$ cat src/sv/acsp_pkg.sv
package acsp_pkg;

   // Default sizes handed to the top level.
   localparam int DEF_BUFFER_DEPTH = 16;
   localparam int DEF_MAX_ARGS     = 10;

   // Field widths fixed by the stream format.
   localparam int BYTE_W    = 8;
   localparam int CMD_W     = 4;
   localparam int ARG_SEL_W = 4;
   localparam int ARG_VAL_W = 16;
   localparam int DIGIT_W   = 4;

   // Characters of interest.
   localparam logic [7:0] CH_ESC      = 8'h1B;
   localparam logic [7:0] CH_LBRACKET = 8'h5B;
   localparam logic [7:0] CH_SEMI     = 8'h3B;
   localparam logic [7:0] CH_ZERO     = 8'h30;
   localparam logic [7:0] CH_NINE     = 8'h39;

   // Result kinds.
   localparam logic KIND_RAW = 1'b0;
   localparam logic KIND_ARG = 1'b1;

   // Command codes; all but CUP follow the order of their final characters.
   localparam logic [CMD_W-1:0] CMD_INSERT = 4'd0;
   localparam logic [CMD_W-1:0] CMD_UP     = 4'd1;
   localparam logic [CMD_W-1:0] CMD_DOWN   = 4'd2;
   localparam logic [CMD_W-1:0] CMD_FWD    = 4'd3;
   localparam logic [CMD_W-1:0] CMD_BACK   = 4'd4;
   localparam logic [CMD_W-1:0] CMD_ED     = 4'd5;
   localparam logic [CMD_W-1:0] CMD_EL     = 4'd6;
   localparam logic [CMD_W-1:0] CMD_DCH    = 4'd7;
   localparam logic [CMD_W-1:0] CMD_CUP    = 4'd8;
   localparam logic [CMD_W-1:0] CMD_SGR    = 4'd9;

   // Operations of the argument accumulator.
   typedef enum logic [1:0] {
      ARG_NOP,
      ARG_CLEAR,
      ARG_DIGIT,
      ARG_COMMIT
   } arg_op_type;

   typedef struct packed {
      arg_op_type           op;
      logic [ARG_SEL_W-1:0] wr_idx;
      logic [DIGIT_W-1:0]   digit;
   } arg_ctl_type;

   // A final character closes any escape sequence.
   function automatic logic is_final(input logic [7:0] b);
      return b inside {[8'h40:8'h5A], [8'h61:8'h7A]};
   endfunction

   // Maps a final character to {known, command code}.
   function automatic logic [CMD_W:0] final_lookup(input logic [7:0] b);
      logic [CMD_W:0] r;
      case (b)
         8'h40:   r = {1'b1, CMD_INSERT};
         8'h41:   r = {1'b1, CMD_UP};
         8'h42:   r = {1'b1, CMD_DOWN};
         8'h43:   r = {1'b1, CMD_FWD};
         8'h44:   r = {1'b1, CMD_BACK};
         8'h4A:   r = {1'b1, CMD_ED};
         8'h4B:   r = {1'b1, CMD_EL};
         8'h50:   r = {1'b1, CMD_DCH};
         8'h48:   r = {1'b1, CMD_CUP};
         8'h6D:   r = {1'b1, CMD_SGR};
         default: r = {1'b0, CMD_INSERT};
      endcase
      return r;
   endfunction

endpackage

$ cat src/sv/ansi_csi_sequence_parser.sv
// Channel  Direction  tdata                          tuser  tlast
// req      in         byte_in[7:0]                   -      -
// rsp      out        raw_byte, command, arg_total,  kind   last
//                     arg_index, arg_value
// csr      in         ansi_enable (csr_wr_data)      -      -
//
// A byte that is printed, buffered or passed through is taken only in IDLE; a raw
// result waits until the output register is free.
// A decode scans each byte of the argument area in PARSE_RD and PARSE_EX (one buffer
// read port), ends the scan, stores the last argument in COMMIT, then emits each argument.
// A replay reads each buffered byte through REP_RD and REP_OUT, paced by the buffer read port.
// reset is synchronous: no sequence open, ANSI processing on, no result held.
// A stall on rsp holds the sequencer in place; req is not ready while busy.
module ansi_csi_sequence_parser #(
   parameter int BUFFER_DEPTH = acsp_pkg::DEF_BUFFER_DEPTH,
   parameter int MAX_ARGS     = acsp_pkg::DEF_MAX_ARGS
) (
   input  logic        clock,
   input  logic        reset,
   input  logic        req_tvalid,
   output logic        req_tready,
   input  logic [7:0]  req_tdata,   // [7:0] byte_in
   output logic        rsp_tvalid,
   input  logic        rsp_tready,
   output logic [39:0] rsp_tdata,   // [7:0] raw_byte, [11:8] command, [15:12] arg_total,
                                    // [19:16] arg_index, [35:20] arg_value, [39:36] zero
   output logic        rsp_tuser,   // [0] kind
   output logic        rsp_tlast,   // last
   input  logic        csr_wr_en,
   input  logic        csr_wr_data  // ansi_enable
);
   import acsp_pkg::*;

   localparam int BIW   = $clog2(BUFFER_DEPTH);
   localparam int CNT_W = $clog2(BUFFER_DEPTH + 1);
   localparam int AIW   = (MAX_ARGS > 1) ? $clog2(MAX_ARGS) : 1;

   typedef enum logic [2:0] {
      IDLE,
      PARSE_RD,
      PARSE_EX,
      COMMIT,
      EMIT_RD,
      EMIT_OUT,
      REP_RD,
      REP_OUT
   } state_type;

   state_type            state_ff, state_in;
   logic                 ansi_enable_ff, ansi_enable_in;
   logic [CNT_W-1:0]     count_ff, count_in;
   logic [CNT_W-1:0]     ptr_ff, ptr_in;
   logic                 bracket_ff, bracket_in;
   logic [CMD_W-1:0]     cmd_ff, cmd_in;
   logic [AIW-1:0]       idx_ff, idx_in;
   logic [AIW-1:0]       emit_ff, emit_in;
   logic                 drop_ff, drop_in;

   logic                 rsp_valid_ff, rsp_valid_in;
   logic                 rsp_kind_ff, rsp_kind_in;
   logic [BYTE_W-1:0]    rsp_raw_ff, rsp_raw_in;
   logic [CMD_W-1:0]     rsp_cmd_ff, rsp_cmd_in;
   logic [ARG_SEL_W-1:0] rsp_cnt_ff, rsp_cnt_in;
   logic [ARG_SEL_W-1:0] rsp_aidx_ff, rsp_aidx_in;
   logic [ARG_VAL_W-1:0] rsp_val_ff, rsp_val_in;
   logic                 rsp_last_ff, rsp_last_in;

   logic [BYTE_W-1:0]    buf_mem [BUFFER_DEPTH];
   logic [BYTE_W-1:0]    buf_rdata_ff;
   logic                 buf_wr_en;
   logic [BIW-1:0]       buf_wr_addr;

   arg_ctl_type          arg_ctl;
   logic [ARG_VAL_W-1:0] arg_value;

   logic                 out_free;
   logic                 req_beat;
   logic [CMD_W:0]       lookup;
   logic                 scan_more;
   logic                 can_advance;
   logic [BYTE_W-1:0]    in_byte;

   assign in_byte     = req_tdata;
   assign out_free    = !rsp_valid_ff || rsp_tready;
   assign req_tready  = (state_ff == IDLE) && out_free;
   assign req_beat    = req_tvalid && req_tready;
   assign lookup      = final_lookup(in_byte);
   assign scan_more   = ((CNT_W + 1)'(ptr_ff) + 1'b1) < (CNT_W + 1)'(count_ff);
   assign can_advance = ((AIW + 1)'(idx_ff) + 1'b1) < (AIW + 1)'(MAX_ARGS);

   assign buf_wr_addr = (in_byte == CH_ESC) ? '0 : count_ff[BIW-1:0];

   // Sequencer: next state, counters and the output register.
   always_comb begin
      state_in       = state_ff;
      ansi_enable_in = csr_wr_en ? csr_wr_data : ansi_enable_ff;
      count_in       = count_ff;
      ptr_in         = ptr_ff;
      bracket_in     = bracket_ff;
      cmd_in         = cmd_ff;
      idx_in         = idx_ff;
      emit_in        = emit_ff;
      drop_in        = drop_ff;
      rsp_valid_in   = rsp_valid_ff && !rsp_tready;
      rsp_kind_in    = rsp_kind_ff;
      rsp_raw_in     = rsp_raw_ff;
      rsp_cmd_in     = rsp_cmd_ff;
      rsp_cnt_in     = rsp_cnt_ff;
      rsp_aidx_in    = rsp_aidx_ff;
      rsp_val_in     = rsp_val_ff;
      rsp_last_in    = rsp_last_ff;
      buf_wr_en      = 1'b0;
      arg_ctl.op     = ARG_NOP;
      arg_ctl.wr_idx = ARG_SEL_W'(idx_ff);
      arg_ctl.digit  = '0;

      case (state_ff)
         IDLE: begin
            if (req_beat) begin
               arg_ctl.op = ARG_CLEAR;
               idx_in     = '0;
               drop_in    = 1'b0;
               emit_in    = '0;
               if (!ansi_enable_ff) begin
                  // Processing off: pass the byte straight through.
                  rsp_valid_in = 1'b1;
                  rsp_kind_in  = KIND_RAW;
                  rsp_raw_in   = in_byte;
                  rsp_cmd_in   = '0;
                  rsp_cnt_in   = '0;
                  rsp_aidx_in  = '0;
                  rsp_val_in   = '0;
                  rsp_last_in  = 1'b1;
               end else if (in_byte == CH_ESC) begin
                  // ESC opens a new sequence and drops any old one.
                  buf_wr_en = 1'b1;
                  count_in  = CNT_W'(1);
               end else if (count_ff != '0 && count_ff < CNT_W'(BUFFER_DEPTH)) begin
                  buf_wr_en = 1'b1;
                  count_in  = count_ff + 1'b1;
                  if (count_ff == CNT_W'(1)) begin
                     bracket_in = (in_byte == CH_LBRACKET);
                  end
                  if (is_final(in_byte)) begin
                     if (count_ff > CNT_W'(1) && bracket_ff && lookup[CMD_W]) begin
                        cmd_in   = lookup[CMD_W-1:0];
                        ptr_in   = CNT_W'(2);
                        state_in = PARSE_RD;
                     end else begin
                        ptr_in   = '0;
                        state_in = REP_RD;
                     end
                  end else if (count_ff == CNT_W'(BUFFER_DEPTH - 1)) begin
                     // Buffer full without a final: flush it raw.
                     ptr_in   = '0;
                     state_in = REP_RD;
                  end
               end else begin
                  if (count_ff >= CNT_W'(BUFFER_DEPTH)) begin
                     count_in = '0;
                  end
                  rsp_valid_in = 1'b1;
                  rsp_kind_in  = KIND_RAW;
                  rsp_raw_in   = in_byte;
                  rsp_cmd_in   = '0;
                  rsp_cnt_in   = '0;
                  rsp_aidx_in  = '0;
                  rsp_val_in   = '0;
                  rsp_last_in  = 1'b1;
               end
            end
         end

         PARSE_RD: begin
            state_in = scan_more ? PARSE_EX : COMMIT;
         end

         PARSE_EX: begin
            // Digits feed the accumulator, a separator closes an argument.
            if (buf_rdata_ff inside {[CH_ZERO:CH_NINE]}) begin
               if (!drop_ff) begin
                  arg_ctl.op    = ARG_DIGIT;
                  arg_ctl.digit = DIGIT_W'(buf_rdata_ff - CH_ZERO);
               end
            end else if (buf_rdata_ff == CH_SEMI) begin
               if (can_advance) begin
                  arg_ctl.op = ARG_COMMIT;
                  idx_in     = idx_ff + 1'b1;
               end else begin
                  drop_in = 1'b1;
               end
            end
            ptr_in   = ptr_ff + 1'b1;
            state_in = PARSE_RD;
         end

         COMMIT: begin
            arg_ctl.op = ARG_COMMIT;
            emit_in    = '0;
            state_in   = EMIT_RD;
         end

         EMIT_RD: begin
            state_in = EMIT_OUT;
         end

         EMIT_OUT: begin
            if (out_free) begin
               rsp_valid_in = 1'b1;
               rsp_kind_in  = KIND_ARG;
               rsp_raw_in   = '0;
               rsp_cmd_in   = cmd_ff;
               rsp_cnt_in   = ARG_SEL_W'(idx_ff) + 1'b1;
               rsp_aidx_in  = ARG_SEL_W'(emit_ff);
               rsp_val_in   = arg_value;
               rsp_last_in  = (emit_ff == idx_ff);
               if (emit_ff == idx_ff) begin
                  count_in = '0;
                  state_in = IDLE;
               end else begin
                  emit_in  = emit_ff + 1'b1;
                  state_in = EMIT_RD;
               end
            end
         end

         REP_RD: begin
            state_in = REP_OUT;
         end

         REP_OUT: begin
            if (out_free) begin
               rsp_valid_in = 1'b1;
               rsp_kind_in  = KIND_RAW;
               rsp_raw_in   = buf_rdata_ff;
               rsp_cmd_in   = '0;
               rsp_cnt_in   = '0;
               rsp_aidx_in  = '0;
               rsp_val_in   = '0;
               rsp_last_in  = !scan_more;
               if (!scan_more) begin
                  count_in = '0;
                  state_in = IDLE;
               end else begin
                  ptr_in   = ptr_ff + 1'b1;
                  state_in = REP_RD;
               end
            end
         end

         default: begin
            state_in = IDLE;
         end
      endcase
   end

   // State and registered outputs.
   always_ff @(posedge clock) begin
      if (reset) begin
         state_ff       <= IDLE;
         ansi_enable_ff <= 1'b1;
         count_ff       <= '0;
         rsp_valid_ff   <= 1'b0;
      end else begin
         state_ff       <= state_in;
         ansi_enable_ff <= ansi_enable_in;
         count_ff       <= count_in;
         rsp_valid_ff   <= rsp_valid_in;
      end
      ptr_ff      <= ptr_in;
      bracket_ff  <= bracket_in;
      cmd_ff      <= cmd_in;
      idx_ff      <= idx_in;
      emit_ff     <= emit_in;
      drop_ff     <= drop_in;
      rsp_kind_ff <= rsp_kind_in;
      rsp_raw_ff  <= rsp_raw_in;
      rsp_cmd_ff  <= rsp_cmd_in;
      rsp_cnt_ff  <= rsp_cnt_in;
      rsp_aidx_ff <= rsp_aidx_in;
      rsp_val_ff  <= rsp_val_in;
      rsp_last_ff <= rsp_last_in;
   end

   // Sequence buffer: one write port, one registered read at the scan pointer.
   always_ff @(posedge clock) begin
      buf_rdata_ff <= buf_mem[ptr_ff[BIW-1:0]];
      if (buf_wr_en) begin
         buf_mem[buf_wr_addr] <= in_byte;
      end
   end

   acsp_arg_unit #(
      .MAX_ARGS (MAX_ARGS)
   ) u_arg_unit (
      .clock    (clock),
      .ctl      (arg_ctl),
      .rd_idx   (emit_ff),
      .rd_value (arg_value)
   );

   assign rsp_tvalid = rsp_valid_ff;
   assign rsp_tdata  = {4'b0000, rsp_val_ff, rsp_aidx_ff, rsp_cnt_ff, rsp_cmd_ff, rsp_raw_ff};
   assign rsp_tuser  = rsp_kind_ff;
   assign rsp_tlast  = rsp_last_ff;

   // With processing off, a byte yields exactly one raw result from the output register.
   assert property (@(posedge clock) disable iff (reset)
      (req_beat && !ansi_enable_ff) |=> (rsp_valid_ff && rsp_kind_ff == KIND_RAW && rsp_last_ff))
      else $error("pass-through byte did not produce a single raw result");

   // Between items the buffer never stands full.
   assert property (@(posedge clock) disable iff (reset)
      (state_ff == IDLE) |-> (count_ff < CNT_W'(BUFFER_DEPTH)))
      else $error("sequence buffer left full while idle");

   // A decoded argument always lies inside its command's argument count.
   assert property (@(posedge clock) disable iff (reset)
      (rsp_valid_ff && rsp_kind_ff == KIND_ARG) |-> (rsp_aidx_ff < rsp_cnt_ff))
      else $error("argument index outside argument count");

   // The argument index stays below the argument limit while emitting.
   assert property (@(posedge clock) disable iff (reset)
      (state_ff == EMIT_OUT) |-> ((AIW + 1)'(idx_ff) < (AIW + 1)'(MAX_ARGS)))
      else $error("argument index beyond limit");

endmodule

$ cat src/sv/acsp_arg_unit.sv
module acsp_arg_unit #(
   parameter int MAX_ARGS = acsp_pkg::DEF_MAX_ARGS
) (
   input  logic                             clock,
   input  acsp_pkg::arg_ctl_type            ctl,
   input  logic [((MAX_ARGS > 1) ? $clog2(MAX_ARGS) : 1)-1:0] rd_idx,
   output logic [acsp_pkg::ARG_VAL_W-1:0]   rd_value
);
   import acsp_pkg::*;

   localparam int AIW = (MAX_ARGS > 1) ? $clog2(MAX_ARGS) : 1;

   logic [ARG_VAL_W-1:0] acc_ff;
   logic [ARG_VAL_W-1:0] acc_in;
   logic [ARG_VAL_W-1:0] arg_mem [MAX_ARGS];
   logic [ARG_VAL_W-1:0] rd_value_ff;

   // Shared multiply-by-ten and add, wrapping at the argument width.
   always_comb begin
      case (ctl.op)
         ARG_CLEAR:  acc_in = '0;
         ARG_DIGIT:  acc_in = (acc_ff << 3) + (acc_ff << 1) + ARG_VAL_W'(ctl.digit);
         ARG_COMMIT: acc_in = '0;
         default:    acc_in = acc_ff;
      endcase
   end

   // Accumulator, argument store with one write and one registered read.
   always_ff @(posedge clock) begin
      acc_ff      <= acc_in;
      rd_value_ff <= arg_mem[rd_idx];
      if (ctl.op == ARG_COMMIT) begin
         arg_mem[ctl.wr_idx[AIW-1:0]] <= acc_ff;
      end
   end

   assign rd_value = rd_value_ff;

endmodule

$ cat config.mk
export PLATFORM = sky130hd
export DESIGN_NAME = ansi_csi_sequence_parser
export DESIGN_NICKNAME = d
export VERILOG_FILES = /design/src/sv/acsp_pkg.sv /design/src/sv/ansi_csi_sequence_parser.sv /design/src/sv/acsp_arg_unit.sv
export SDC_FILE = /design/constraint.sdc
export NUM_CORES = 1
export LEC_CHECK = 0
export BUFFER_PORTS_ARGS = -buffer_cell sky130_fd_sc_hd__buf_2
export CAP_MARGIN = 20
export CORE_ASPECT_RATIO = 2
export CORE_MARGIN = 3
export CORE_UTILIZATION = 60
export DETAILED_ROUTE_END_ITERATION = 8
export PLACE_DENSITY = 0.78
export SYNTH_ARGS = -nofsm -noshare
export SYNTH_HDL_FRONTEND = slang
export SYNTH_SLANG_ARGS = --single-unit
$ cat constraint.sdc
create_clock -name clock -period 9.1 [get_ports clock]
set_input_delay 0.91 -clock clock [delete_from_list [all_inputs] [get_ports clock]]
set_output_delay 0.91 -clock clock [all_outputs]
set_load 0.01 [all_outputs]
-- After elaboration in Yosys (flattened, before gate mapping)
Memory sizes are Yosys's and may differ from the RTL's. A register that Yosys moved wholly into a read port is not among the register bits.
Index checks and enable logic that the tools add are counted.
- add/sub/neg operators: 9
- magnitude comparators: 11
- equal/unequal tests: 44
- multiplexer cells: 112
- bitwise gates (word level): 1
- reductions and logical operators: 32
- operator list (cell ; count):
    $mux W16 ; 6
    $eq A8 B7 Y1 const B ; 11
    $mux W5 ; 17
    $mux W4 ; 18
    $pmux W5 S10 ; 1
    $mux W8 ; 6
    $pmux W16 S3 ; 1
    $pmux W4 S3 ; 4
    $mux W3 ; 11
    $mux W1 ; 32
    $pmux W16 S2 ; 1
    $pmux W5 S3 ; 2
    $ne A2 B2 Y1 const B ; 13
    $pmux W3 S8 ; 1
    $pmux W8 S3 ; 1
    $add A16 B16 Y16 ; 1
    $add A16 B4 Y16 ; 1
    $ge A8 B7 Y1 const B ; 2
    $le A8 B7 Y1 const B ; 2
    $reduce_and A8 Y1 ; 2
    $reduce_and A7 Y1 ; 2
    $eq A3 B3 Y1 const B ; 4
    $reduce_and A6 Y1 ; 2
    $add A5 B1 Y5 const B ; 2
    40 further kinds ; 66
- register bits after elaboration: 83
- RAM bits: 288
- input port bits: 14
- output and inout port bits: 44
- word-level logic and storage cells: 229
- memories: 2
- memories (memory ; depth ; bits a word ; rd ports ; clocked after memory_dff ; wr ports ; RTL line ; text):
    u_arg_unit.arg_mem ; 10 ; 16 ; 1 ; 1 ; 1 ; acsp_arg_unit.sv:15 ; logic [ARG_VAL_W-1:0] arg_mem [MAX_ARGS];
    buf_mem ; 16 ; 8 ; 1 ; 1 ; 1 ; ansi_csi_sequence_parser.sv:68 ; logic [BYTE_W-1:0] buf_mem [BUFFER_DEPTH];

-- Longest topological paths before layout
Gate-level depths: netlist of run 1.
- depth after elaboration: 10
- depth in mapped cells: 13
- mapped depth without buffers: 13

-- By module
A second synthesis of run 1 with hierarchy kept.
- cells, all modules: 1012
- area, all modules: 16548.4 µm²
- by module, submodules not included (module ; times used ; cells an instance ; area each (µm²) ; seq. area each (µm²)):
    ansi_csi_sequence_parser ; 1 ; 561 ; 8613.3 ; 5915.7
    acsp_arg_unit ; 1 ; 451 ; 7935.1 ; 5605.4

-- Worst setup path before layout of run 1
OpenSTA, ideal clock, no wires.
- kind: reg-to-reg
- from: register state_ff[1]
- to: register u_arg_unit.acc_ff[15] (data pin)
- setup time: 0.266 ns
- data arrival time: 3.707 ns
- data required time: 8.834 ns
- setup slack: 5.127 ns
- cell stages (with the launch flop): 14
- path buffers: 1
- period minus slack after synthesis: 3.973 ns
- cells stage by stage: dfxtp_1 or3b_1 clkbuf_1 a2111oi_0 nand2_1 fa_1 inv_1 ha_1 a21o_1 a2111oi_2 a211oi_1 o32ai_1 xnor2_1 nor2_1
- word-level cells in the longest chain between the ends: 8
- elaborated cells between the ends (all ways): 14
- classes of those cells: add/sub: 1; eq/ne: 5; mux: 4; reduce/logical: 4
- ends and longest elaborated chain (item ; RTL line ; text):
    start, declared ; ansi_csi_sequence_parser.sv:49 ; state_type state_ff, state_in;
    start signal, assigned ; ansi_csi_sequence_parser.sv:265 ; state_ff <= state_in;
    parallel branches: the longest is 7 deep, another holds $add A16 B4 Y16 ; -- ;
    $pmux W16 S2 * ; acsp_arg_unit.sv:20 ; case (ctl.op)
    end signal, assigned ; acsp_arg_unit.sv:30 ; acc_ff <= acc_in;
    end, declared ; acsp_arg_unit.sv:13 ; logic [ARG_VAL_W-1:0] acc_ff;
Mark *: on every way between the ends.
A chain may end at the register's enable or synchronous reset.

-- Final worst setup path of run 1
Same ends and word-level chain as after synthesis.

==> results of run 1 <==
## report_power, final
part | total (mW) | internal [mW] | switching, mW
registers | 2.40 | 2.23 | 0.169
clock network | 1.47 | 0.852 | 0.613
logic | 0.939 | 0.400 | 0.539
## cell usage in the layout (no fill, tap or decap), types with 20 or more instances in the layout
cell type / count
inv_1: 20
buf_2: 53
edfxtp_1: 361
nor2b_1: 22
mux4_2: 72
a21oi_1: 41
dfxtp_1: 34
and3_1: 36
nand2_1: 35
ha_1: 40
o21ai_0: 20
clkbuf_16: 37
nor2_1: 49
## stage by stage
stage / util, % / hold WS (ns)
after floorplan: - / 0.4886
after global placement: 63.41 / 0.5144
after detailed placement: 63.46 / 0.5215
after CTS: 67.66 / 0.5378
after global routing: 67.66 / 0.5589
final: 67.66 / 0.5369
## layout make-up
| type | instances | area [sq um] |
|---|---|---|
| flip-flops and latches | 395 | 11520 |
| clock buffers | 42 | 944.7 |
| well taps | 348 | 435.4 |
| clock inverters | 19 | 188.9 |
| repair buffers | 71 | 400.4 |
| inverters | 20 | 75.07 |
| multi-input cells | 519 | 4712 |
| fillers | 1821 | 8736 |
## worst max-delay path, stage by stage (launching register included)
cell and delay [ns]:
dfxtp_1 0.74, or3b_1 0.52, a2111oi_0 0.82, nand2_1 0.17
fa_1 0.52, inv_1 0.07, ha_1 0.29, a21o_1 0.18
a2111oi_2 0.50, a211oi_1 0.19, o32ai_1 0.36, xnor2_1 0.15
nor2_1 0.05
## per-layer routing
metal	wire (um)	vias up	track usage, %
li1	-	3983	-
met1	10870	4515	24.98
met2	20360	274	47.36
met3	1408	73	3.166
met4	1419	0	10.99
met5	0	-	0
## how the worst min path moves through the flow
stage                                   start  depth (start not counted)                       to
global placement    u_arg_unit.arg_mem[8][11]                          2  u_arg_unit.rd_value[11]
CTS                  u_arg_unit.arg_mem[8][8]                          2   u_arg_unit.rd_value[8]
floorplan                         count_ff[4]                          2              count_ff[4]
detailed placement   u_arg_unit.arg_mem[8][8]                          2   u_arg_unit.rd_value[8]
global route          u_arg_unit.rd_value[10]                          1           rsp_val_ff[10]
finish                 u_arg_unit.rd_value[5]                          1            rsp_val_ff[5]
## state kept, by name, indices dropped and copies added (netlist names), 3 cells and up
signal and cells:
rsp_cmd_ff 4, buf_mem 128, state_ff 3, u_arg_unit.acc_ff 16, u_arg_unit.rd_value 16, u_arg_unit.arg_mem 160, rsp_cnt_ff 4, count_ff 5
ptr_ff 5, rsp_aidx_ff 4, rsp_val_ff 16, idx_ff 4, buf_rdata_ff 8, cmd_ff 4, emit_ff 4, rsp_raw_ff 8
## kinds of logic (layout without fill, tap and decap cells)
kind of cell | count (synthesis) | count (layout) | synth area share (%)
fa+ha+maj | 42 | 42 | 3.275
xor+xnor | 22 | 22 | 1.167
compound gates | 132 | 132 | 5.307
flops | 395 | 395 | 69.81
simple gates | 230 | 230 | 7.596
buf+inv | 78 | 152 | 1.963
other cells | 1 | 4 | 0.02272
mux | 89 | 89 | 10.86
==> impl_metrics.py, run 1 <==
metrics = {
    "yosys": {
        "synth_edf_count": 361,
        "yosysSeqAreaShare_pct": 69.81,
        "netlist_area_sq_um": 16500,
        "synth_top_area_share_pct": 65.68,
        "synthMostInstantiatedCell": "edfxtp_1",
        "synth_ff_type": "edfxtp_1",
        "async_reset_ff_share_pct": 0,
        "netlist_instances": 989,
        "synth.distinct_cells": 70,
        "synth.avg_cell_area_sq_um": 16.69,
        "synth_common_cells": "edfxtp_1, mux4_2, nor2_1",
        "ys_warn_count": 0,
        "ys_ff_latch": 395,
        "yosys.area.top_type": "edfxtp_1",
        "synthTopCellsByArea": "edfxtp_1, mux4_2, dfxtp_1",
    },
    "clock_tree": {
        "cts_resized": 0,
        "cts_tree": "done",
        "cts_buffers": 34,
        "worstSkewPairLatency_ns": 0.53,
        "clock_sinks": 395,
        "cts_hold_buf": 0,
        "clockBufferDepth": 3,
        "clk_pin_slew_ns": 0.06,
        "h-tree-depth": 2,
        "cts_root_buf": "clkbuf_16",
        "post_cts_buffers": 0,
    },
    "worst_setup_path": {
        "crit_path_end": "u_arg_unit.acc_ff[15]",
        "cp-end-kind": "flop",
        "r2r_cells": 12,
        "reg2reg_to": "u_arg_unit.acc_ff[15]",
        "reg2reg_from": "state_ff[1]",
        "regToRegSetupSlack_ns": 4.26,
        "worstSetupStartpoint": "state_ff[1]",
        "crit_fanout": 22,
        "worstSetupPathType": "flop to flop",
        "worstPathArrival_ns": 5.10,
        "start_kind": "flop",
        "worstPathRequired_ns": 9.36,
    },
    "timing": {
        "final-setup-viol-count": 0,
        "period_needed_ns": 4.843,
        "drv_slew": 0,
        "fin_ws_ns": 4.257,
        "fin_tns_setup_ns": 0,
        "tightest_slew_ns": 1.097,
        "period_share_pct": 53.22,
        "fmax_mhz": 206.5,
        "skew_ns": 0.01777,
        "rsz0062_at_grt": "false",
        "max_slew_margin_pct": 26.86,
        "hold_viol_final": 0,
    },
    "die": {
        "rows": 85,
        "die_y_um": 240.6,
        "core_area_sq_um": 27010,
        "die-area_sq_um": 29650,
        "io_pins": 58,
        "start_util_pct": 61.10,
        "die_w_um": 123.3,
    },
    "run": {
        "max_cap_viol_count": 0,
    },
    "drt": {
        "wire_per_inst_um": 24.09,
        "vias": 8845,
        "vias_per_cell": 6.255,
        "ant_nets": 0,
        "drtPass1Iterations": 5,
        "wirelength_mm": 34.06,
        "dr.first_iter.drc_count": 625,
        "drc": 0,
    },
    "finish": {
        "final_nets": 1097,
        "final_area_sq_um": 18280,
        "final_cell_count_no_fill": 1414,
        "num_antenna_cells": 0,
        "area_delta_synth_final_pct": 10.74,
        "drive_gt1_share_pct": 19.51,
    },
    "global_routing": {
        "grt_max_degree": 38,
        "grt_usage_pct": 24.27,
        "grt_overflow_total": 0,
        "antenna_found_initial": 0,
        "grt_pass1_vias": 9299,
        "grt_pass1_wl_mm": 53.19,
    },
    "placement": {
        "gp_congestion": 0.9132,
        "io_buffer_count": 53,
        "hpwl_mm": 23.21,
        "place_inst": 1353,
        "pre_cts_ws_ns": 4.335,
        "placed_cell_area_sq_um": 17140,
    },
    "min_path": {
        "hold_path.class": "flop to flop",
    },
    "power": {
        "power_per_cell_area_nw_per_um2": 262.7,
        "leakage_nw": 6.347,
        "ir_drop_mv": 0.2097,
        "p_total_mw": 4.802,
    },
    "run_status": {
        "outcome": "complete, no violations",
    },
}
No activity file was read; power rests on OpenSTA's default activity.
==> run 2, diff against run 1 <==
--- a/config.mk
+++ b/config.mk
@@ -5,13 +5,14 @@
 export SDC_FILE = /design/constraint.sdc
 export NUM_CORES = 1
 export LEC_CHECK = 0
+export ABC_AREA = 1
 export BUFFER_PORTS_ARGS = -buffer_cell sky130_fd_sc_hd__buf_2
 export CAP_MARGIN = 20
 export CORE_ASPECT_RATIO = 2
 export CORE_MARGIN = 3
 export CORE_UTILIZATION = 60
 export DETAILED_ROUTE_END_ITERATION = 8
-export PLACE_DENSITY = 0.78
+export PLACE_DENSITY = 0.77
 export SYNTH_ARGS = -nofsm -noshare
 export SYNTH_HDL_FRONTEND = slang
 export SYNTH_SLANG_ARGS = --single-unit
==> constraint.sdc (replaced) <==
create_clock -name clock -period 5.1 [get_ports clock]
set_input_delay 0.51 -clock clock [delete_from_list [all_inputs] [get_ports clock]]
set_output_delay 0.51 -clock clock [all_outputs]
set_load 0.01 [all_outputs]
==> run 2 against run 1 <==
  * Final area up 1.7%
  * Sequential share of layout area down 1.1 points
  * Wire length up 14%
  * Register-to-register slack worse by 2.5 ns
  * Clock skew down 0.0036 ns
  * Global-route usage up 0.97 points
  * Count of clock-buffer cells in the layout unchanged
  * Sequential power up 100%
==> impl_metrics.py, run 2 <==
metrics = {
    "run_status": {
        "outcome": "complete, no violations",
    },
    "global_routing": {
        "grt_usage_pct": 25.25,
        "grt_pass1_vias": 11340,
        "grt_overflow_total": 0,
        "grt_max_degree": 84,
        "antenna_found_initial": 0,
        "grt_pass1_wl_mm": 59.70,
    },
    "clock_tree": {
        "h-tree-depth": 1,
        "post_cts_buffers": 0,
        "clk_pin_slew_ns": 0.07,
        "cts_tree": "done",
        "cts_root_buf": "clkbuf_16",
        "cts_resized": 0,
        "clockBufferDepth": 3,
        "clock_sinks": 395,
        "cts_buffers": 31,
        "worstSkewPairLatency_ns": 0.57,
        "cts_hold_buf": 0,
    },
    "yosys": {
        "ys_warn_count": 0,
        "netlist_area_sq_um": 16880,
        "async_reset_ff_share_pct": 0,
        "yosysSeqAreaShare_pct": 68.26,
        "synth_edf_count": 361,
        "synth_common_cells": "edfxtp_1, nor2_1, o21ai_0",
        "ys_ff_latch": 395,
        "synth.distinct_cells": 48,
        "netlist_instances": 1408,
        "synthTopCellsByArea": "edfxtp_1, o21ai_0, nor2_1",
        "synth_ff_type": "edfxtp_1",
        "synth_top_area_share_pct": 64.23,
        "synth.avg_cell_area_sq_um": 11.99,
        "yosys.area.top_type": "edfxtp_1",
        "synthMostInstantiatedCell": "edfxtp_1",
    },
    "worst_setup_path": {
        "crit_fanout": 5,
        "worstSetupPathType": "flop to flop",
        "cp-end-kind": "flop",
        "reg2reg_from": "buf_rdata_ff[2]",
        "worstSetupStartpoint": "buf_rdata_ff[2]",
        "worstPathArrival_ns": 3.71,
        "worstPathRequired_ns": 5.43,
        "r2r_cells": 17,
        "start_kind": "flop",
    },
    "finish": {
        "area_delta_synth_final_pct": 10.17,
        "fillerInstances": 1910,
        "register_area_sq_um": 11520,
        "largest_register_ffs": 160,
        "multi_input_area_sq_um": 4658,
        "final_cell_count_no_fill": 1831,
        "drive_gt1_share_pct": 10.55,
        "final_area_sq_um": 18590,
        "layout_common_cells": "edfxtp_1, nor2_1, o21ai_0",
        "final_common_cell": "edfxtp_1",
        "final_nets": 1514,
        "num_antenna_cells": 0,
    },
    "timing": {
        "fmax_mhz": 296.0,
        "fin_tns_setup_ns": 0,
        "tightest_slew_ns": 0.9721,
        "final-setup-viol-count": 0,
        "period_needed_ns": 3.378,
        "hold_viol_final": 0,
        "drv_slew": 0,
        "period_share_pct": 66.24,
        "fin_ws_ns": 1.722,
        "skew_ns": 0.01415,
        "rsz0062_at_grt": "false",
        "max_slew_margin_pct": 34.84,
    },
    "drt": {
        "wire_per_inst_um": 21.13,
        "dr_wl_met3_mm": 1.778,
        "ant_nets": 0,
        "wirelength_mm": 38.68,
        "met2_length_mm": 21.72,
        "vias": 11160,
        "drtPass1Iterations": 5,
        "dr.first_iter.drc_count": 879,
        "wl_met1_mm": 12.43,
        "vias_per_cell": 6.093,
        "topRoutingLayerUsed": "met4",
        "drc": 0,
    },
    "placement": {
        "pre_cts_ws_ns": 1.794,
        "hpwl_mm": 26.46,
        "gp_congestion": 0.9315,
        "place_inst": 1775,
        "placed_cell_area_sq_um": 17550,
        "io_buffer_count": 53,
    },
    "min_path": {
        "hold_path.class": "primary input to flop",
        "holdPathStages": 2,
        "min_from": "csr_wr_en",
    },
    "die": {
        "io_pins": 58,
        "die_w_um": 124.6,
        "die_y_um": 243.2,
        "start_util_pct": 61.03,
        "die-area_sq_um": 30300,
        "rows": 86,
        "core_area_sq_um": 27650,
    },
    "run": {
        "max_cap_viol_count": 0,
    },
    "power": {
        "leakage_nw": 6.848,
        "ir_drop_mv": 0.3741,
        "power_per_cell_area_nw_per_um2": 599.3,
    },
}
[run 2: changes by cell type in the layout (fill, tap and decap cells not counted), moves of 42 or more]
cell and delta:
o21ai_0 +131, nor2_1 +144, inv_1 +104, mux4_2 -72, nand2_1 +83, o211ai_1 +42
[run 2: cells by family after synthesis]
kind of cell / share of synthesized area [%]
AO/OA/AOI/OAI: 11.01
XOR/XNOR: 0.6746
adder cells (fa/ha/maj): 3.203
buffers and inverters: 4.604
flip-flops: 68.26
multiplexers: 1.898
other: 0.02222
AND/OR/NAND/NOR: 10.33
[run 2: worst paths after layout]
path | slack (ns) | endpoint
worst max-delay path | 1.72 | u_arg_unit.acc_ff[11]
worst min register to register | 0.52 | u_arg_unit.rd_value[11]
worst max register to register | 1.72 | u_arg_unit.acc_ff[11]
worst min-delay path | 0.13 | ansi_enable_ff
[run 2: worst max-delay path, cell delays in order (launching register included)]
cell and delay [ns]:
dfxtp_1 0.30, inv_1 0.13, nand3_1 0.10, a311oi_1 0.26
nand3b_1 0.18, or2_2 0.32, fa_1 0.48, inv_1 0.07
ha_1 0.28, nand3_1 0.07, nand2_1 0.14, a21oi_1 0.13
o21ai_0 0.26, nand3_1 0.12, nand2_1 0.10, nand2_1 0.07
nand3_1 0.07, nor2_1 0.04
[run 2: power by group]
group          switching, mW  leakage, nW  internal (mW)
clock network           1.07        0.491           1.38
logic                   2.61         2.77           1.29
registers              0.466         3.59           4.32
[run 2: per-layer routing]
metal	vias to the layer above	GRT usage (%)
met5	-	0
met3	158	2.819
li1	5126	-
met1	5439	24.46
met2	434	48.52
met4	0	17.66
[run 2: layout make-up]
class	count	area share, %
sequential	395	61.96
multi-input combinational	821	25.05
clock buffer	42	4.448
inverter	132	2.665
timing repair buffer	77	2.490
tap	352	2.369
clock inverter	12	1.016
[run 2: through the flow]
| step | total power [mW] | hold slack (ns) | util [%] |
|---|---|---|---|
| 2_1_floorplan | 7.438 | 0.4639 | - |
| 3_5_place_dp | 8.702 | 0.5106 | 63.45 |
| 6_report | 11.14 | 0.1337 | 67.24 |
| 4_1_cts | 11.12 | 0.1203 | 67.12 |
| 3_3_place_gp | 8.542 | 0.4805 | 63.45 |
| 5_1_grt | 11.77 | 0.1496 | 67.24 |
==> run 3, diff against run 2 <==
--- a/config.mk
+++ b/config.mk
@@ -10,9 +10,9 @@
 export CAP_MARGIN = 20
 export CORE_ASPECT_RATIO = 2
 export CORE_MARGIN = 3
-export CORE_UTILIZATION = 60
+export CORE_UTILIZATION = 56
 export DETAILED_ROUTE_END_ITERATION = 8
-export PLACE_DENSITY = 0.77
+export PLACE_DENSITY = 0.76
 export SYNTH_ARGS = -nofsm -noshare
 export SYNTH_HDL_FRONTEND = slang
 export SYNTH_SLANG_ARGS = --single-unit
==> constraint.sdc (replaced) <==
create_clock -name clock -period 3.02 [get_ports clock]
set_input_delay 0.302 -clock clock [delete_from_list [all_inputs] [get_ports clock]]
set_output_delay 0.302 -clock clock [all_outputs]
set_load 0.01 [all_outputs]
==> run 3 against run 2 <==
  * Fmax rose by 15%
  * Count of clock-buffer cells in the layout rose by 2
  * Final cell count rose by 3.8%
  * First-iteration DRC count rose by 2.7%
  * Sequential power rose by 66%
  * Wire length fell by 0.80%
  * Worst setup slack got worse by 1.6 ns
  * Final area rose by 2.9%
  * Via count fell by 0.30%
  * Power rose by 72%
==> impl_metrics.py, run 3 (synthesis results as in run 2) <==
metrics = {
    "timing": {
        "timing.hold.ws_ns": 0.1958,
        "period_share_pct": 97.21,
        "fin_ws_ns": 0.08439,
        "skew_ns": 0.01956,
        "final-setup-viol-count": 0,
        "period_needed_ns": 2.936,
        "fmax_mhz": 340.6,
        "hold_viol_final": 0,
        "max_slew_margin_pct": 43.62,
        "rsz0062_at_grt": "true",
        "tightest_slew_ns": 0.8457,
        "drv_slew": 0,
    },
    "drt": {
        "vias_per_cell": 5.851,
        "vias": 11120,
        "wire_per_inst_um": 20.19,
        "ant_nets": 0,
        "dr.first_iter.drc_count": 903,
        "drtPass1Iterations": 5,
        "wirelength_mm": 38.37,
        "drc": 0,
    },
    "clock_tree": {
        "clockBufferDepth": 3,
        "h-tree-depth": 2,
        "cts_root_buf": "clkbuf_16",
        "clock_sinks": 395,
        "worstSkewPairLatency_ns": 0.53,
        "cts_tree": "done",
        "clk_pin_slew_ns": 0.07,
        "cts_buffers": 34,
    },
    "die": {
        "start_util_pct": 56.98,
        "die_y_um": 251.5,
        "io_pins": 58,
        "die_w_um": 128.8,
        "rows": 89,
        "die-area_sq_um": 32380,
        "core_area_sq_um": 29620,
    },
    "power": {
        "power_per_cell_area_nw_per_um2": 1003,
        "leakage_nw": 7.130,
        "ir_drop_mv": 0.5453,
        "p_total_mw": 19.19,
    },
    "placement": {
        "gp_congestion": 0.9326,
        "io_buffer_count": 53,
        "hpwl_mm": 25.99,
        "pre_cts_ws_ns": -0.1259,
    },
    "finish": {
        "post-route-util_pct": 64.62,
        "num_antenna_cells": 0,
        "final_nets": 1567,
        "layout_common_cells": "edfxtp_1, nor2_1, o21ai_0",
        "drive_gt1_share_pct": 15.16,
        "largest_register_ffs": 160,
        "final_common_cell": "edfxtp_1",
        "area_delta_synth_final_pct": 13.40,
    },
    "worst_setup_path": {
        "crit_fanout": 3,
        "reg2reg_to": "u_arg_unit.acc_ff[11]",
        "worstPathRequired_ns": 3.30,
        "r2r_cells": 17,
        "regToRegSetupSlack_ns": 0.08,
        "worstPathBufferInverterCount": 2,
        "cp-end-kind": "flop",
        "slowest_stage": "fa_1",
        "worstPathArrival_ns": 3.22,
        "worstSetupPathType": "flop to flop",
        "cp_top_family": "simple AND/OR/NAND/NOR gates",
        "start_kind": "flop",
        "reg2reg_from": "buf_rdata_ff[0]",
        "max_stage_delay_ns": 0.52,
        "crit_chain": "inv_2 > nand3_2 > a311oi_2 > nand3b_1 > or2_4 > fa_1 > inv_2 > ha_4 > nand3_2 > nand2_2 > a21oi_4 > o21ai_2 > nand3_1 > nand2_1 > nand2_1 > nand3_1 > nor2_1",
    },
    "global_routing": {
        "grt_pass1_vias": 11370,
        "grt_max_degree": 101,
        "grt_pass1_wl_mm": 58.59,
        "grt_overflow_total": 0,
        "antenna_found_initial": 0,
        "grt_usage_pct": 23.57,
    },
    "min_path": {
        "min_delay_worst_endpoint": "state_ff[1]",
        "hold_path.class": "primary input to flop",
        "holdPathStages": 4,
        "min_from": "rsp_tready",
    },
    "run": {
        "max_cap_viol_count": 0,
    },
    "run_status": {
        "outcome": "complete, no violations",
    },
}
[run 3: cell types whose count changed in the layout (fill, tap and decap cells not counted), sizes merged]
cell | before | now
bufinv | 5 | 0
clkbuf | 42 | 44
dlygate4sd3 | 0 | 3
buf | 77 | 124
inv | 130 | 132
clkinv | 8 | 17
[run 3: worst max-delay path by stage]
stage                               start                     to  slack, ns  cells past startpoint
after global placement    buf_rdata_ff[2]  u_arg_unit.acc_ff[11]      -0.05                     16
after floorplan           buf_rdata_ff[2]  u_arg_unit.acc_ff[11]       0.07                     16
final                     buf_rdata_ff[0]  u_arg_unit.acc_ff[11]       0.08                     17
after CTS                 buf_rdata_ff[0]  u_arg_unit.acc_ff[11]      0.005                     16
after global routing      buf_rdata_ff[7]  u_arg_unit.acc_ff[11]      -0.09                     17
after detailed placement  buf_rdata_ff[0]  u_arg_unit.acc_ff[11]      -0.13                     16
[run 3: final cells by class]
class,count,area [sq um]
Clock buffer,44,898.4
Multi-Input combinational cell,821,4736
Tap cell,364,455.4
Clock inverter,18,126.4
Timing Repair Buffer,127,903.4
Sequential cell,395,11520
Fill cell,2145,10480
Inverter,132,495.5
[run 3: stage by stage]
| stage | area (sq um) | cells | setup TNS [ns] |
|---|---|---|---|
| 2_1_floorplan | 16900 | 1411 | 0 |
| 3_3_place_gp | 17960 | 1831 | -0.05721 |
| 3_5_place_dp | 17960 | 1831 | -0.2626 |
| 4_1_cts | 19040 | 1897 | 0 |
| 5_1_grt | 19140 | 1901 | -0.1857 |
| 6_report | 19140 | 1901 | 0 |
[run 3: repair_timing]
action                                  4_1_cts  5_1_grt
hold buffers                                  3        0
pin swaps                                     1       13
endpoints found under the hold margin         3        0
setup buffers                                 1        4
endpoints found under the setup margin        4       10
cloned                                        0        0
resized for setup                             3       22
[run 3: power breakdown]
part           switching [mW]  internal, mW
Combinational            4.70          2.49
Clock                    1.92          2.14
Sequential              0.640          7.30
Total                    7.26          11.9
[run 3: worst min-delay path, cell delays in order]
cell     delay [ns]
buf_2          0.09
nor2_1         0.09
nand2_1        0.12
a21oi_1        0.08
[run 3: metal layers]
metal  GRT usage (%)  share of wire [%]  vias up
li1                -                  -     5237
met1           23.02                 32     5318
met2           45.50                 57      418
met3           3.093                4.6      150
met4           13.94                6.2        0
met5               0                  0        -
